$ cat src/sv/pwcf_pkg.sv
// Shared types and constants of the probe window composition filter.
// Holds the register map, the configuration bundle and the queued window record.
// No dependencies; every other file of the block uses it.
package pwcf_pkg;

	localparam int MAX_PROBE_LEN  = 32;
	localparam int MAX_PREFIX_LEN = 8;
	localparam int POSITION_BITS  = 24;

	// Bases held by the prefix register (16 bits, two per base).
	localparam int CODE_BASES = 8;
	// Prefix positions that can ever be checked.
	localparam int PFX_CHECK  = (MAX_PREFIX_LEN < MAX_PROBE_LEN) ? MAX_PREFIX_LEN : MAX_PROBE_LEN;

	localparam int LEN_W   = $clog2(MAX_PROBE_LEN + 1);
	localparam int KEY_W   = 2 * MAX_PROBE_LEN;
	localparam int GC_W    = 6;
	localparam int TEMP_W  = 8;
	localparam int CFG_W   = 16;
	localparam int IDX_W   = 3;
	localparam int IN_W    = 8;
	localparam int OUT_RAW = POSITION_BITS + KEY_W + GC_W + TEMP_W;
	localparam int OUT_W   = ((OUT_RAW + 7) / 8) * 8;

	localparam int QUEUE_DEPTH = 4;
	localparam int QPTR_W      = $clog2(QUEUE_DEPTH);
	localparam int QCNT_W      = $clog2(QUEUE_DEPTH + 1);

	// Register indexes.
	localparam logic [IDX_W-1:0] REG_PROBE_LEN   = 3'd0;
	localparam logic [IDX_W-1:0] REG_MIN_GC      = 3'd1;
	localparam logic [IDX_W-1:0] REG_MAX_GC      = 3'd2;
	localparam logic [IDX_W-1:0] REG_MIN_TEMP    = 3'd3;
	localparam logic [IDX_W-1:0] REG_MAX_TEMP    = 3'd4;
	localparam logic [IDX_W-1:0] REG_PREFIX_LEN  = 3'd5;
	localparam logic [IDX_W-1:0] REG_PREFIX_CODE = 3'd6;

	typedef struct packed {
		logic [5:0]  win_len;
		logic [5:0]  min_gc_count;
		logic [5:0]  max_gc_count;
		logic [7:0]  min_temp;
		logic [7:0]  max_temp;
		logic [3:0]  pfx_len;
		logic [15:0] prefix_code;
	} cfg_t;

	// One window that passed the run-length check, waiting for evaluation.
	typedef struct packed {
		logic [KEY_W-1:0]         key;
		logic [POSITION_BITS-1:0] start;
		logic [LEN_W-1:0]         len;
	} win_item_t;

endpackage

$ cat src/sv/probe_window_composition_filter_unit.sv
// Top level of the probe window composition filter: configuration registers,
// front end, window queue and back end. Depends on pwcf_pkg, pwcf_front,
// pwcf_queue and pwcf_back.
//
//   channel   direction  beat contents (lowest bits first)
//   s_axis    in         tdata: base_code[2:0], zero fill; tlast: last_base
//   m_axis    out        tdata: window_start[23:0], window_key[63:0],
//                               gc_total[5:0], melt_temp[7:0], zero fill
//   cfg       in         cfg_we, cfg_index, cfg_data (write only)
//
// One base beat is taken every cycle while the window queue has room; a qualifying
// result goes through the queue, stage 1 and the output register, each registered.
// Under an output stall the output register, stage 1 and the four-entry queue hold
// six windows before tready drops; windows that go on to fail a check take queue
// entries on their way through as well, but produce no beat.
// Reset restores the register defaults and clears the window, run and position.
module probe_window_composition_filter_unit (
	input  logic                                clk,
	input  logic                                arst_n,
	input  logic                                cfg_we,
	input  logic [pwcf_pkg::IDX_W-1:0]          cfg_index,
	input  logic [pwcf_pkg::CFG_W-1:0]          cfg_data,
	input  logic                                s_axis_tvalid,
	output logic                                s_axis_tready,
	input  logic [pwcf_pkg::IN_W-1:0]           s_axis_tdata,  // base_code
	input  logic                                s_axis_tlast,
	output logic                                m_axis_tvalid,
	input  logic                                m_axis_tready,
	// window_start, window_key, gc_total, melt_temp
	output logic [pwcf_pkg::OUT_W-1:0]          m_axis_tdata
);

	pwcf_pkg::cfg_t      cfg_q;
	logic                push;
	pwcf_pkg::win_item_t push_item;
	logic                q_full;
	logic                q_empty;
	logic                q_pop;
	pwcf_pkg::win_item_t q_head;

	// Register file; writes to unused indexes are ignored.
	always_ff @(posedge clk or negedge arst_n) begin
		if (!arst_n) begin
			cfg_q.win_len      <= 6'd18;
			cfg_q.min_gc_count <= 6'd0;
			cfg_q.max_gc_count <= 6'd32;
			cfg_q.min_temp     <= 8'd0;
			cfg_q.max_temp     <= 8'd128;
			cfg_q.pfx_len      <= 4'd0;
			cfg_q.prefix_code  <= 16'd0;
		end else if (cfg_we) begin
			unique case (cfg_index)
				pwcf_pkg::REG_PROBE_LEN:   cfg_q.win_len      <= cfg_data[5:0];
				pwcf_pkg::REG_MIN_GC:      cfg_q.min_gc_count <= cfg_data[5:0];
				pwcf_pkg::REG_MAX_GC:      cfg_q.max_gc_count <= cfg_data[5:0];
				pwcf_pkg::REG_MIN_TEMP:    cfg_q.min_temp     <= cfg_data[7:0];
				pwcf_pkg::REG_MAX_TEMP:    cfg_q.max_temp     <= cfg_data[7:0];
				pwcf_pkg::REG_PREFIX_LEN:  cfg_q.pfx_len      <= cfg_data[3:0];
				pwcf_pkg::REG_PREFIX_CODE: cfg_q.prefix_code  <= cfg_data[15:0];
				default: ;
			endcase
		end
	end

	// Front end: window shift register, valid run and position counter.
	pwcf_front u_front (
		.clk       (clk),
		.arst_n    (arst_n),
		.cfg       (cfg_q),
		.in_valid  (s_axis_tvalid),
		.in_ready  (s_axis_tready),
		.base_code (s_axis_tdata[2:0]),
		.last_base (s_axis_tlast),
		.q_full    (q_full),
		.push      (push),
		.item      (push_item)
	);

	// Decouples base intake from result delivery.
	pwcf_queue u_queue (
		.clk       (clk),
		.arst_n    (arst_n),
		.push      (push),
		.push_item (push_item),
		.full      (q_full),
		.pop       (q_pop),
		.empty     (q_empty),
		.head      (q_head)
	);

	// Back end: composition, prefix and temperature checks plus output register.
	pwcf_back u_back (
		.clk       (clk),
		.arst_n    (arst_n),
		.cfg       (cfg_q),
		.q_empty   (q_empty),
		.q_head    (q_head),
		.q_pop     (q_pop),
		.out_valid (m_axis_tvalid),
		.out_ready (m_axis_tready),
		.out_data  (m_axis_tdata)
	);

endmodule

$ cat src/sv/pwcf_front.sv
// Front end of the probe window composition filter: takes bases, keeps the window.
// Produces one masked window record per base whose valid run covers the window.
// Depends on pwcf_pkg.
module pwcf_front (
	input  logic                   clk,
	input  logic                   arst_n,
	input  pwcf_pkg::cfg_t         cfg,
	input  logic                   in_valid,
	output logic                   in_ready,
	input  logic [2:0]             base_code,
	input  logic                   last_base,
	input  logic                   q_full,
	output logic                   push,
	output pwcf_pkg::win_item_t    item
);

	logic [pwcf_pkg::KEY_W-1:0]         window_q;
	logic [pwcf_pkg::LEN_W-1:0]         run_q;
	logic [pwcf_pkg::POSITION_BITS-1:0] pos_q;

	logic                               accept;
	logic [pwcf_pkg::LEN_W-1:0]         n;
	logic [pwcf_pkg::KEY_W-1:0]         win_next;
	logic [pwcf_pkg::KEY_W-1:0]         mask;
	logic [pwcf_pkg::LEN_W-1:0]         run_next;

	assign in_ready = !q_full;
	assign accept   = in_valid && in_ready;

	always_comb begin
		// Window length clamped to 1..MAX_PROBE_LEN.
		if (cfg.win_len == '0) begin
			n = pwcf_pkg::LEN_W'(1);
		end else if (cfg.win_len > 6'(pwcf_pkg::MAX_PROBE_LEN)) begin
			n = pwcf_pkg::LEN_W'(pwcf_pkg::MAX_PROBE_LEN);
		end else begin
			n = pwcf_pkg::LEN_W'(cfg.win_len);
		end

		win_next = {window_q[pwcf_pkg::KEY_W-3:0], base_code[1:0]};

		if (base_code[2]) begin
			run_next = '0;
		end else if (run_q < pwcf_pkg::LEN_W'(pwcf_pkg::MAX_PROBE_LEN)) begin
			run_next = run_q + pwcf_pkg::LEN_W'(1);
		end else begin
			run_next = run_q;
		end

		for (int i = 0; i < pwcf_pkg::MAX_PROBE_LEN; i++) begin
			mask[2*i +: 2] = (pwcf_pkg::LEN_W'(i) < n) ? 2'b11 : 2'b00;
		end

		item.key   = win_next & mask;
		item.len   = n;
		item.start = pos_q - {{(pwcf_pkg::POSITION_BITS-pwcf_pkg::LEN_W){1'b0}},
			n - pwcf_pkg::LEN_W'(1)};
		push       = accept && (run_next >= n);
	end

	always_ff @(posedge clk or negedge arst_n) begin
		if (!arst_n) begin
			window_q <= '0;
			run_q    <= '0;
			pos_q    <= '0;
		end else if (accept) begin
			if (last_base) begin
				window_q <= '0;
				run_q    <= '0;
				pos_q    <= '0;
			end else begin
				window_q <= win_next;
				run_q    <= run_next;
				if (pos_q != '1) begin
					pos_q <= pos_q + pwcf_pkg::POSITION_BITS'(1);
				end
			end
		end
	end

endmodule

$ cat src/sv/pwcf_queue.sv
// Short register queue between the front end and the evaluation back end.
// Holds window records so that either side can stall on its own.
// Depends on pwcf_pkg.
module pwcf_queue (
	input  logic                clk,
	input  logic                arst_n,
	input  logic                push,
	input  pwcf_pkg::win_item_t push_item,
	output logic                full,
	input  logic                pop,
	output logic                empty,
	output pwcf_pkg::win_item_t head
);

	pwcf_pkg::win_item_t               mem_q [pwcf_pkg::QUEUE_DEPTH];
	logic [pwcf_pkg::QPTR_W-1:0]       wr_q;
	logic [pwcf_pkg::QPTR_W-1:0]       rd_q;
	logic [pwcf_pkg::QCNT_W-1:0]       cnt_q;

	assign full  = (cnt_q == pwcf_pkg::QCNT_W'(pwcf_pkg::QUEUE_DEPTH));
	assign empty = (cnt_q == '0);
	assign head  = mem_q[rd_q];

	always_ff @(posedge clk) begin
		if (push) begin
			mem_q[wr_q] <= push_item;
		end
	end

	always_ff @(posedge clk or negedge arst_n) begin
		if (!arst_n) begin
			wr_q  <= '0;
			rd_q  <= '0;
			cnt_q <= '0;
		end else begin
			if (push) begin
				wr_q <= wr_q + pwcf_pkg::QPTR_W'(1);
			end
			if (pop) begin
				rd_q <= rd_q + pwcf_pkg::QPTR_W'(1);
			end
			if (push && !pop) begin
				cnt_q <= cnt_q + pwcf_pkg::QCNT_W'(1);
			end else if (pop && !push) begin
				cnt_q <= cnt_q - pwcf_pkg::QCNT_W'(1);
			end
		end
	end

`ifndef SYNTH
	a_no_overflow: assert property (@(posedge clk) disable iff (!arst_n)
		full |-> !(push && !pop))
		else $error("queue written while full");
	a_count_bound: assert property (@(posedge clk) disable iff (!arst_n)
		cnt_q <= pwcf_pkg::QCNT_W'(pwcf_pkg::QUEUE_DEPTH))
		else $error("queue count beyond depth");
`endif

endmodule

$ cat src/sv/pwcf_back.sv
// Back end of the probe window composition filter: evaluates queued windows.
// Stage 1 counts G+C and checks the prefix; the output register keeps passing windows.
// Depends on pwcf_pkg.
module pwcf_back (
	input  logic                          clk,
	input  logic                          arst_n,
	input  pwcf_pkg::cfg_t                cfg,
	input  logic                          q_empty,
	input  pwcf_pkg::win_item_t           q_head,
	output logic                          q_pop,
	output logic                          out_valid,
	input  logic                          out_ready,
	output logic [pwcf_pkg::OUT_W-1:0]    out_data
);

	// Stage 1 registers.
	logic                               valid_s1;
	logic [pwcf_pkg::KEY_W-1:0]         key_s1;
	logic [pwcf_pkg::POSITION_BITS-1:0] start_s1;
	logic [pwcf_pkg::LEN_W-1:0]         len_s1;
	logic [pwcf_pkg::GC_W-1:0]          gc_s1;
	logic                               pfx_ok_s1;

	// Output register.
	logic                               out_valid_q;
	logic [pwcf_pkg::POSITION_BITS-1:0] start_q;
	logic [pwcf_pkg::KEY_W-1:0]         key_q;
	logic [pwcf_pkg::GC_W-1:0]          gc_q;
	logic [pwcf_pkg::TEMP_W-1:0]        temp_q;

	logic [pwcf_pkg::MAX_PROBE_LEN-1:0] gc_flags;
	logic [pwcf_pkg::GC_W-1:0]          gc_c;
	logic [pwcf_pkg::LEN_W:0]           shamt;
	logic [pwcf_pkg::KEY_W-1:0]         aligned;
	logic [pwcf_pkg::LEN_W:0]           plen;
	logic                               pfx_ok_c;
	logic [1:0]                         want;
	logic [pwcf_pkg::TEMP_W-1:0]        temp_c;
	logic                               pass_c;
	logic                               out_free;
	logic                               s1_go;
	logic                               s1_free;

	always_comb begin
		for (int i = 0; i < pwcf_pkg::MAX_PROBE_LEN; i++) begin
			gc_flags[i] = q_head.key[2*i] ^ q_head.key[2*i+1];
		end
		gc_c = pwcf_pkg::GC_W'($countones(gc_flags));

		// Move the earliest base of the window to the top of the word.
		shamt   = {pwcf_pkg::LEN_W'(pwcf_pkg::MAX_PROBE_LEN) - q_head.len, 1'b0};
		aligned = q_head.key << shamt;

		plen = (pwcf_pkg::LEN_W+1)'(cfg.pfx_len);
		if (plen > (pwcf_pkg::LEN_W+1)'(pwcf_pkg::MAX_PREFIX_LEN)) begin
			plen = (pwcf_pkg::LEN_W+1)'(pwcf_pkg::MAX_PREFIX_LEN);
		end
		if (plen > {1'b0, q_head.len}) begin
			plen = {1'b0, q_head.len};
		end

		pfx_ok_c = 1'b1;
		for (int i = 0; i < pwcf_pkg::PFX_CHECK; i++) begin
			want = (i < pwcf_pkg::CODE_BASES) ? cfg.prefix_code[2*i +: 2] : 2'b00;
			if ((pwcf_pkg::LEN_W+1)'(i) < plen &&
				want != aligned[pwcf_pkg::KEY_W-1-2*i -: 2]) begin
				pfx_ok_c = 1'b0;
			end
		end
	end

	// 2*AT + 4*GC with AT = len - GC.
	assign temp_c = pwcf_pkg::TEMP_W'({len_s1, 1'b0}) + pwcf_pkg::TEMP_W'({gc_s1, 1'b0});
	assign pass_c = pfx_ok_s1 &&
		gc_s1 >= cfg.min_gc_count && gc_s1 <= cfg.max_gc_count &&
		temp_c >= cfg.min_temp && temp_c <= cfg.max_temp;

	assign out_free = !out_valid_q || out_ready;
	assign s1_go    = valid_s1 && (!pass_c || out_free);
	assign s1_free  = !valid_s1 || s1_go;
	assign q_pop    = !q_empty && s1_free;

	always_ff @(posedge clk or negedge arst_n) begin
		if (!arst_n) begin
			valid_s1    <= 1'b0;
			out_valid_q <= 1'b0;
		end else begin
			if (s1_free) begin
				valid_s1 <= q_pop;
			end
			if (out_free) begin
				out_valid_q <= s1_go && pass_c;
			end
		end
	end

	always_ff @(posedge clk) begin
		if (q_pop) begin
			key_s1    <= q_head.key;
			start_s1  <= q_head.start;
			len_s1    <= q_head.len;
			gc_s1     <= gc_c;
			pfx_ok_s1 <= pfx_ok_c;
		end
		if (out_free && s1_go && pass_c) begin
			start_q <= start_s1;
			key_q   <= key_s1;
			gc_q    <= gc_s1;
			temp_q  <= temp_c;
		end
	end

	assign out_valid = out_valid_q;
	assign out_data  = pwcf_pkg::OUT_W'({temp_q, gc_q, key_q, start_q});

`ifndef SYNTH
	a_gc_in_range: assert property (@(posedge clk) disable iff (!arst_n)
		out_valid_q |-> (gc_q >= cfg.min_gc_count && gc_q <= cfg.max_gc_count))
		else $error("emitted window outside G+C bounds");
	a_pop_nonempty: assert property (@(posedge clk) disable iff (!arst_n)
		q_pop |-> !q_empty)
		else $error("pop from empty queue");
`endif

endmodule

$ cat config.mk
export PLATFORM = sky130hd
export DESIGN_NAME = probe_window_composition_filter_unit
export DESIGN_NICKNAME = d
export VERILOG_FILES = /design/src/sv/pwcf_pkg.sv /design/src/sv/probe_window_composition_filter_unit.sv /design/src/sv/pwcf_front.sv /design/src/sv/pwcf_queue.sv /design/src/sv/pwcf_back.sv
export SDC_FILE = /design/constraint.sdc
export NUM_CORES = 1
export LEC_CHECK = 0
export ABC_AREA = 1
export BUFFER_PORTS_ARGS = -buffer_cell sky130_fd_sc_hd__buf_2
export CORE_ASPECT_RATIO = 0.7
export CORE_MARGIN = 4
export CORE_UTILIZATION = 61
export DETAILED_ROUTE_END_ITERATION = 6
export GPL_TIMING_DRIVEN = 0
export PLACE_DENSITY_LB_ADDON = 0.3
export SLEW_MARGIN = 20
export SYNTH_ARGS = -nofsm -noshare
export SYNTH_HDL_FRONTEND = slang
export SYNTH_SLANG_ARGS = --single-unit
export TNS_END_PERCENT = 100
$ cat constraint.sdc
create_clock -name clk -period 10.15 [get_ports clk]
set_input_delay 0.5075 -clock clk [delete_from_list [all_inputs] [get_ports clk]]
set_output_delay 0.5075 -clock clk [all_outputs]
set_load 0.02 [all_outputs]
* After elaboration in Yosys (flattened, before gate mapping)
Memory sizes are Yosys's and may differ from the RTL's. Index checks and enable logic that the tools add are counted.
Word-level totals: memories 1, input bits 33, register bits after elaboration 358, memory bits (writable) 376
Cells by class: eq/ne operators 16, add/subtract/negate cells 41, order comparisons 49, bitwise gates (word level) 33, reductions and logical operators 45, mux-type cells 47, shift operators 1
Memory list:
- u_queue.mem_q | words 4, bits a word 94, rd ports 1, clocked after Yosys merged registers in 0, write ports 1, line pwcf_queue.sv:15 | pwcf_pkg::win_item_t mem_q [pwcf_pkg::QUEUE_DEPTH];
Operator list (number):
- less-than comparator 5 x 6 -> 1 bit (first input constant) | 16
- adder 6 bit | 15
- bitwise AND 64 bit | 1
- two-way mux 2 bit | 32
- << shifter 64 x 7 -> 64 bit | 1
- two-way mux 62 bit | 1
- less-than comparator 4 x 6 -> 1 bit (first input constant) | 8
- two-way mux 24 bit | 2
- adder 1 x 1 -> 2 bit | 16
- XOR 1 bit | 32
- two-way mux 6 bit | 5
- less-than comparator 3 x 7 -> 1 bit (first input constant) | 4
- adder 24 x 1 -> 24 bit (second input constant) | 1
- less-than comparator 3 x 6 -> 1 bit (first input constant) | 4
- != test 24 bit (second input constant) | 1
- subtractor 24 x 6 -> 24 bit | 1
- logical AND 1 bit | 21
- != test 2 bit | 8
- AND reduction 2 bit | 8
- less-than comparator 1 x 7 -> 1 bit (first input constant) | 2
- less-than comparator 2 x 7 -> 1 bit (first input constant) | 2
- == test 3 bit (second input constant) | 4
- greater-or-equal comparator 6 bit | 2
- less-than comparator 1 x 6 -> 1 bit (first input constant) | 2
- other kinds (27) | 43

* Logic depth before layout (Yosys ltp)
Gate-level depths: netlist (run 1).
depth in word-level cells 13, mapped depth 24, gate-level depth less buffers 23

* By module
A second synthesis (run 1) with hierarchy kept.
Unflattened totals: cell total of the unflattened synthesis 3397, area, all modules 35554.1 µm²
By module, submodules not included:
- pwcf_queue | instances 1, cells each 1145, area an instance 16105.4 µm², sequential area each 11466.0 µm²
- pwcf_back | instances 1, cells each 1180, area an instance 11471.0 µm², sequential area each 6115.9 µm²
- pwcf_front | instances 1, cells each 825, area an instance 5839.4 µm², sequential area each 2302.2 µm²
- probe_window_composition_filter_unit | instances 1, cells each 247, area an instance 2138.3 µm², sequential area each 1356.3 µm²

* Least setup slack after synthesis (run 1)
OpenSTA, ideal clock, no wires.
kind reg-to-reg, start register u_back.gc_s1[0] in the netlist's numbering, end register u_back.gc_q[0] in the netlist's numbering, enable pin, stages on the path, launching flop included 15, path buffers 0, library setup time 0.563 ns, arrival 6.645 ns, slack 2.942 ns, path through edfxtp_1 -> ha_1 -> fa_1 -> nand3_1 -> and2_1 -> inv_1 -> a21oi_1 -> o21bai_1 -> ha_1 -> nand2_1 -> o41ai_1 -> nand3_1 -> nor2_1 -> inv_1 -> nor2_1
On the way: elaborated cells between the ends (all ways) 14, classes of those cells add/sub (1); order compare (4); reduce/logical (9)
RTL lines:
- start, declared | line pwcf_back.sv:21 | logic [pwcf_pkg::GC_W-1:0] gc_s1;
- start signal, assigned | line pwcf_back.sv:102 | gc_s1 <= gc_c;
- adder 7 x 7 -> 8 bit * | line pwcf_back.sv:73 | assign temp_c = pwcf_pkg::TEMP_W'({len_s1, 1'b0}) + pwcf_pkg::TEMP_W'({gc_s1, 1'b0});
- via u_back.temp_c, one bit | line pwcf_back.sv:38 | logic [pwcf_pkg::TEMP_W-1:0] temp_c;
- greater-or-equal comparator 8 bit | line pwcf_back.sv:76 | temp_c >= cfg.min_temp && temp_c <= cfg.max_temp;
- logical AND 1 bit | line pwcf_back.sv:75 | gc_s1 >= cfg.min_gc_count && gc_s1 <= cfg.max_gc_count &&
- logical AND 1 bit * | line pwcf_back.sv:76
- zero test 1 bit | line pwcf_back.sv:79 | assign s1_go = valid_s1 && (!pass_c || out_free);
- logical OR 1 bit | line pwcf_back.sv:79
- logical AND 1 bit | line pwcf_back.sv:79
- logical AND 1 bit | line pwcf_back.sv:105 | if (out_free && s1_go && pass_c) begin
- logical AND 1 bit * | line pwcf_back.sv:105
- end signal, assigned | line pwcf_back.sv:108 | gc_q <= gc_s1;
- end, declared | line pwcf_back.sv:28 | logic [pwcf_pkg::GC_W-1:0] gc_q;
The timed path passes the listed nets; every way through them passes the cells marked *. A chain may end at the register's enable or synchronous reset.

* Worst setup path after layout (run 1)
start register u_queue.rd_q[1] in the netlist's numbering, end register u_back.gc_s1[3] in the netlist's numbering, data pin
On the way: cells in the longest elaborated chain, start to end 7, elaborated cells between the ends (all ways) 64, classes of those cells add/sub (31); bitwise (32); memory (1)
RTL lines:
- start, declared | line pwcf_queue.sv:17 | logic [pwcf_pkg::QPTR_W-1:0] rd_q;
- start signal, assigned | line pwcf_queue.sv:40 | rd_q <= rd_q + pwcf_pkg::QPTR_W'(1);
- memory read (4 x 94 bit) *
- XOR 1 bit | line pwcf_back.sv:46 | gc_flags[i] = q_head.key[2*i] ^ q_head.key[2*i+1];
- adder 1 x 1 -> 2 bit (implied by the code) | line pwcf_back.sv:48 | gc_c = pwcf_pkg::GC_W'($countones(gc_flags));
- adder 6 bit (implied by the code) (3 in a row) | line pwcf_back.sv:48
- adder 6 bit (implied by the code) * | line pwcf_back.sv:48
- via u_back.gc_c, one bit | line pwcf_back.sv:32 | logic [pwcf_pkg::GC_W-1:0] gc_c;
Marked as above.

==> impl_metrics.toml, run 1 <==
[timing]
tightest_slew_ns = 0.9897
finalCriticalPeriod_ns = 6.212
fin_setup_tns_ns = 0
unrepaired_setup_endpoints_after_global_routing = "false"
timing.fmax_ghz = 0.1610
timing.final.max_slew_violations = 0
slew_headroom_pct = 34.02
final_min_period_over_clock_period_pct = 61.20
hold_viol = 0
finClkSkew_ns = 0.02976
finalSetupViolCount = 0

[setup_path]
path_delay_family = "adder cells"
cp_data_required_time_ns = 10.51
critical_path_depth = 20
critPathMaxFanout = 10
r2r_cells = 20
timing.critical_path.cells = "inv_1 > buf_2 > buf_2 > nand3_1 > nand2_1 > xor2_1 > ha_1 > fa_1 > inv_1 > fa_1 > inv_1 > fa_1 > fa_1 > inv_1 > fa_1 > inv_1 > ha_1 > inv_1 > fa_1 > xnor2_1"
path_buf_inv = 8
critPathSlowestCell = "sky130_fd_sc_hd__fa_1"
critPathKind = "flop to flop"
critical_path.max_stage_delay_ns = 0.55
cp-end-kind = "flop"
worstSetupStartpointType = "flop"
cp.arrival_ns = 6.57

[synth]
post_synth.cell_area_avg_sq_um = 10.52
synth-seq-cells = 733
synth_area_leaders = "sky130_fd_sc_hd__edfxtp_1 (51%), sky130_fd_sc_hd__dfrtp_1 (11%), sky130_fd_sc_hd__nand2_1 (7.9%), sky130_fd_sc_hd__nand3_1 (7.0%), sky130_fd_sc_hd__inv_1 (3.9%)"
synth-edff-count = 578
synth-warning-count = 0
ys_seq_area_share_pct = 62.65
dominantRegCellSynth = "sky130_fd_sc_hd__edfxtp_1"
synth_area_sq_mm = 0.03391
synth-async-reset-ratio_pct = 21.15
synthCells = 3223
synthDominantCellAreaShare_pct = 51.19
post-synth-top-area-cell = "sky130_fd_sc_hd__edfxtp_1"
yosys.cell_types.count = 53

[clocking]
clk_pin_slew_worst_paths_ns = 0.06
clock_tree_buffer_depth = 3
cts_tree = "built"
ctsRootBufferMaster = "sky130_fd_sc_hd__clkbuf_16"
ctsResizeCount = 0
clock_latency_ns = 0.63
cts_sinks = 733
htree_levels = 3
cts_inserted_buffers = 69
cts_setup_buffers = 0

[final_layout]
layout.nets = 3593
fin_area_sq_mm = 0.03824
highest_count_cells_in_the_layout_ignoring_fill_and_taps = "sky130_fd_sc_hd__nand2_1 (716), sky130_fd_sc_hd__edfxtp_1 (578), sky130_fd_sc_hd__nand3_1 (472)"
layout_commonest_cell = "sky130_fd_sc_hd__nand2_1"
area_delta_synth_final_pct = 12.80
layout-drive-gt1-share_pct = 10.92

[placed_design]
place.gp.congestion = 1.037
io_buffer_count = 130
dpl.hpwl_mm = 77.39
detailed_place.area_sq_mm = 0.03602

[route]
drtIter0Drc = 4117
viasPerCell = 6.199
post-route-drc-count = 0
route.final.wire_length_mm = 107.9
postRouteAntennaNets = 0
drt_first_pass_iters = 6
wire_per_inst_um = 25.51
routed-via-count = 26210

[floorplanning]
initial_utilization_pct = 62.36
floorplan.core_area_sq_mm = 0.05437
die_area_sq_mm = 0.05948
die-width_um = 289.8
rows = 71
ios = 139
dieHeight_um = 205.3

[global_route]
track_usage_pct = 36.67
grt_util_met3_pct = 14.46
met1_track_utilization_from_global_routing_pct = 53.77
grt_busiest_layer = "met1"
sum_of_overflow_across_all_layers_after_global_routing = 0
grt_antenna_before_repair = 2
grt_max_degree = 96
wire_length_of_the_first_global_routing_pass_mm = 158.2
first_global_vias = 25470
met2_usage_pct = 50.26

[flow_run]
reported_max_cap_violation_count = 0

[worst_hold_path]
whs_path_depth = 2
holdCritPathClass = "primary input to flop"

[run_status]
status = "finished, final reports clean"
==> worst paths after layout <==
kind	from	end	slack [ns]
setup / recovery	u_queue.rd_q[1]	u_back.gc_s1[3]	3.94
hold / removal	m_axis_tready	u_back.out_valid	0.13
setup reg to reg	u_queue.rd_q[1]	u_back.gc_s1[3]	3.94
hold reg to reg	u_back.key_s1[1]	u_back.key_q[1]	0.42
max in group asynchronous	arst_n	cfg_q[15]	8.87
min in group asynchronous	arst_n	u_back.valid_s1	0.41
==> per-layer routing <==
layer  vias to the layer above  share of wire (%)
met1                     12600                 39
met2                      1925                 40
met4                         2                3.4
met5                         -              0.012
li1                      11420                  -
met3                       265                 17
==> Yosys cell counts (3+ instances only) <==
master / n
sky130_fd_sc_hd__buf_6: 21
sky130_fd_sc_hd__buf_2: 39
sky130_fd_sc_hd__ha_1: 83
sky130_fd_sc_hd__dfrtp_1: 151
sky130_fd_sc_hd__nor2_1: 202
sky130_fd_sc_hd__o21a_1: 4
sky130_fd_sc_hd__inv_2: 9
sky130_fd_sc_hd__dfstp_2: 4
sky130_fd_sc_hd__nor2_2: 5
sky130_fd_sc_hd__o211ai_1: 5
sky130_fd_sc_hd__inv_1: 349
sky130_fd_sc_hd__edfxtp_1: 578
sky130_fd_sc_hd__buf_1: 14
sky130_fd_sc_hd__nor3_1: 21
sky130_fd_sc_hd__xor2_1: 60
sky130_fd_sc_hd__o22ai_1: 86
sky130_fd_sc_hd__o21ai_1: 4
sky130_fd_sc_hd__a21oi_2: 3
sky130_fd_sc_hd__nand2_4: 4
sky130_fd_sc_hd__buf_4: 18
sky130_fd_sc_hd__nand4_1: 30
sky130_fd_sc_hd__o21ai_0: 144
sky130_fd_sc_hd__nand3_2: 3
sky130_fd_sc_hd__nand2_1: 716
sky130_fd_sc_hd__a21oi_1: 68
sky130_fd_sc_hd__nor4_2: 3
sky130_fd_sc_hd__nand2_2: 8
sky130_fd_sc_hd__clkbuf_1: 48
sky130_fd_sc_hd__fa_1: 29
sky130_fd_sc_hd__xnor2_1: 7
sky130_fd_sc_hd__nand3_1: 472
sky130_fd_sc_hd__nor4_1: 5
==> logic make-up (layout without fill, tap and decap cells) <==
logic type	count (synthesis)	after routing	share of synthesized area, %
other	2	5	0.02215
muxes	3	3	0.09594
and+or+nand+nor	1476	1476	18.82
adders and majority gates	112	112	4.775
AOI/OAI and AO/OA	327	327	5.344
DFF	733	733	62.65
buffers and inverters	501	773	6.469
xor gates and xnor gates	69	69	1.827
==> sequential cells by signal (all words and copies together) (netlist names) <==
| signal | flops |
|---|---|
| u_back.pfx_ok_s1 | 1 |
| u_queue.cnt_q | 3 |
| u_back.gc_q | 6 |
| u_back.out_valid | 1 |
| u_back.gc_s1 | 6 |
| u_queue.wr_q | 2 |
| u_back.start_q | 24 |
| u_front.window_q | 62 |
| u_queue.mem_q | 376 |
| u_back.valid_s1 | 1 |
| cfg_q | 54 |
| u_back.len_s1 | 6 |
| u_back.start_s1 | 24 |
| u_back.temp_q | 7 |
| u_back.key_q | 64 |
| u_front.pos_q | 24 |
| u_queue.rd_q | 2 |
| u_front.run_q | 6 |
| u_back.key_s1 | 64 |
==> what timing repair did <==
action | in CTS | in global routing
setup endpoints to repair | 0 | 0
hold buffers | 1 | 0
endpoints found under the hold margin | 60 | 0
==> layout make-up <==
cell class,count,area (sq um)
Sequential cell,733,21240
Fill cell,3725,16120
Multi-Input combinational cell,1991,10520
Clock buffer,88,1881
Inverter,358,1349
Timing Repair Buffer,152,1159
Tap cell,730,913.4
Buffer,143,849.6
Clock inverter,32,334.1
Antenna cell,1,2.502
==> per-stage QoR <==
| step | cells | hold WS (ns) | setup WS [ns] | utilization (%) |
|---|---|---|---|---|
| floorplan | 3225 | 0.2119 | 2.942 | - |
| global placement | 4085 | 0.4007 | -0.2476 | 65.25 |
| detailed placement | 4106 | 0.4045 | 4.096 | 66.25 |
| CTS | 4227 | 0.09529 | 4.057 | 70.34 |
| global route | 4227 | 0.1283 | 3.724 | 70.34 |
| finish | 4228 | 0.1269 | 3.938 | 70.34 |
Power of run 1 is not shown: default switching activity piles up to over one toggle a cycle in this logic, so the estimate is an artifact.
==> inputs of run 2 (changes only) <==
Clock period 10.15 ns to 6 ns, I/O delays scaled along.
==> impl_metrics.toml, run 2 (synthesis results as in run 1) <==
[run_status]
status = "finished, final reports clean"

[timing]
hold_viol = 0
unrepaired_setup_endpoints_after_global_routing = "false"
finalCriticalPeriod_ns = 5.880
finClkSkew_ns = 0.02245
timing.final.max_slew_violations = 0
finalSetupViolCount = 0
tightest_slew_ns = 1.056
final_min_period_over_clock_period_pct = 98.00
slew_headroom_pct = 29.38
timing.fmax_ghz = 0.1701

[route]
top_layer = "met4"
drtIter0Drc = 4194
drt_first_pass_iters = 6
viasPerCell = 6.234
wire_per_inst_um = 26.48
routed-via-count = 26450
route.met3.wl_mm = 18.73
routed-wl-met2_mm = 45.88
route.final.wire_length_mm = 112.3
wl_met1_mm = 43.61
post-route-drc-count = 0
postRouteAntennaNets = 0

[placed_design]
dpl.hpwl_mm = 80.26
io_buffer_count = 130
place.gp.congestion = 1.027
detailed_place.area_sq_mm = 0.03609

[setup_path]
rr_endpoint = "u_back.gc_s1[3]"
r2r_cells = 20
reg_to_reg_slack_setup_ns = 0.12
cp.arrival_ns = 6.25
critPathKind = "flop to flop"
cp_data_required_time_ns = 6.37
r2r_start = "u_queue.rd_q[1]"
cp-end-kind = "flop"
critPathMaxFanout = 10
worstSetupStartpointType = "flop"

[final_layout]
area_delta_synth_final_pct = 14.26
area.sequential_sq_mm = 0.02124
layout_top_registers = "u_queue.mem_q (376), u_back.key_q (64), u_back.key_s1 (64)"
layout-drive-gt1-share_pct = 12.13
number_of_flip_flops_in_the_largest_register = 376
layout_commonest_cell = "sky130_fd_sc_hd__nand2_1"
layout.nets = 3607
fillerInstances = 3560
fin_util_pct = 71.26
regMostFlops = "u_queue.mem_q"
fin_area_sq_mm = 0.03874
highest_count_cells_in_the_layout_ignoring_fill_and_taps = "sky130_fd_sc_hd__nand2_1 (681), sky130_fd_sc_hd__edfxtp_1 (578), sky130_fd_sc_hd__nand3_1 (472)"
multi_input_logic_area_sq_mm = 0.01064

[clocking]
clk_pin_slew_worst_paths_ns = 0.07
clock_latency_ns = 0.63
clock_tree_buffer_depth = 3
ctsRootBufferMaster = "sky130_fd_sc_hd__clkbuf_16"
htree_levels = 3
cts_tree = "built"
cts_sinks = 733
cts_inserted_buffers = 68

[worst_hold_path]
whs_endpoint = "u_front.run_q[2]"
hp-start = "s_axis_tdata[2]"
whs_path_depth = 4
holdCritPathClass = "primary input to flop"

[floorplanning]
ios = 139
die_area_sq_mm = 0.05948
floorplan.core_area_sq_mm = 0.05437
dieHeight_um = 205.3
initial_utilization_pct = 62.36
die-width_um = 289.8
rows = 71

[global_route]
sum_of_overflow_across_all_layers_after_global_routing = 0
grt_max_degree = 100
track_usage_pct = 38.14
first_global_vias = 25550
grt_antenna_before_repair = 2
wire_length_of_the_first_global_routing_pass_mm = 163.3

[flow_run]
reported_max_cap_violation_count = 0
[run 2: area by class of cell]
type	instances	share of cell area [%]
clock inverters	36	1.282
multi-input cells	1991	27.47
repair buffers	167	3.527
well taps	730	2.358
flip-flops and latches	733	54.83
diodes	2	0.01292
clock buffers	83	4.722
inverters	358	3.488
plain buffers	143	2.309
[run 2: how the worst max path moves through the flow]
| stage | startpoint | end | slack (ns) |
|---|---|---|---|
| floorplan | cfg_q[53] | u_queue.mem_q[0][0] | -0.46 |
| global placement | cfg_q[53] | u_queue.mem_q[0][19] | -4.26 |
| detailed placement | u_queue.rd_q[1] | u_back.gc_s1[5] | -0.30 |
| CTS | u_queue.rd_q[1] | u_back.gc_s1[5] | 0.002 |
| global route | u_queue.rd_q[1] | u_back.gc_s1[3] | 0.01 |
| finish | u_queue.rd_q[1] | u_back.gc_s1[3] | 0.12 |
[run 2: what timing repair did]
item,4_1_cts,5_1_grt
endpoints found under the hold margin,72,0
gates resized for setup,23,43
hold buffers,14,0
endpoints found under the setup margin,4,4
buffers inserted,0,0
[run 2: routing by layer]
metal  vias to the layer above  global-route usage (%)
met5                         -                       0
met4                         0                   12.28
met3                       262                   16.41
met2                      2018                   52.75
met1                     12730                   54.78
li1                      11450                       -
[run 2: through the flow]
stage | hold WS, ns | TNS [ns] | std cells | worst slack, ns
final | 0.07911 | 0 | 4243 | 0.1201
after detailed placement | 0.2492 | -0.9039 | 4108 | -0.2954
after global routing | 0.06902 | 0 | 4241 | 0.01408
after global placement | 0.4005 | -1805.38 | 4085 | -4.261
after CTS | 0.03355 | 0 | 4241 | 0.001539
after floorplan | 0.004409 | -171.26 | 3225 | -0.4555
[run 2: critical path, stage by stage, from the launching register on]
cell and delay [ns]:
sky130_fd_sc_hd__dfrtp_1 0.39, sky130_fd_sc_hd__buf_4 0.28, sky130_fd_sc_hd__buf_6 0.23, sky130_fd_sc_hd__buf_2 0.26
sky130_fd_sc_hd__nand3_1 0.13, sky130_fd_sc_hd__nand2_2 0.34, sky130_fd_sc_hd__xor2_1 0.14, sky130_fd_sc_hd__ha_1 0.24
sky130_fd_sc_hd__fa_1 0.48, sky130_fd_sc_hd__inv_1 0.06, sky130_fd_sc_hd__fa_1 0.52, sky130_fd_sc_hd__inv_1 0.05
sky130_fd_sc_hd__fa_1 0.47, sky130_fd_sc_hd__fa_1 0.55, sky130_fd_sc_hd__inv_1 0.06, sky130_fd_sc_hd__fa_1 0.51
sky130_fd_sc_hd__inv_1 0.10, sky130_fd_sc_hd__ha_1 0.18, sky130_fd_sc_hd__inv_1 0.07, sky130_fd_sc_hd__fa_1 0.40
sky130_fd_sc_hd__xnor2_1 0.15
Power of run 2 is left out for the same reason.
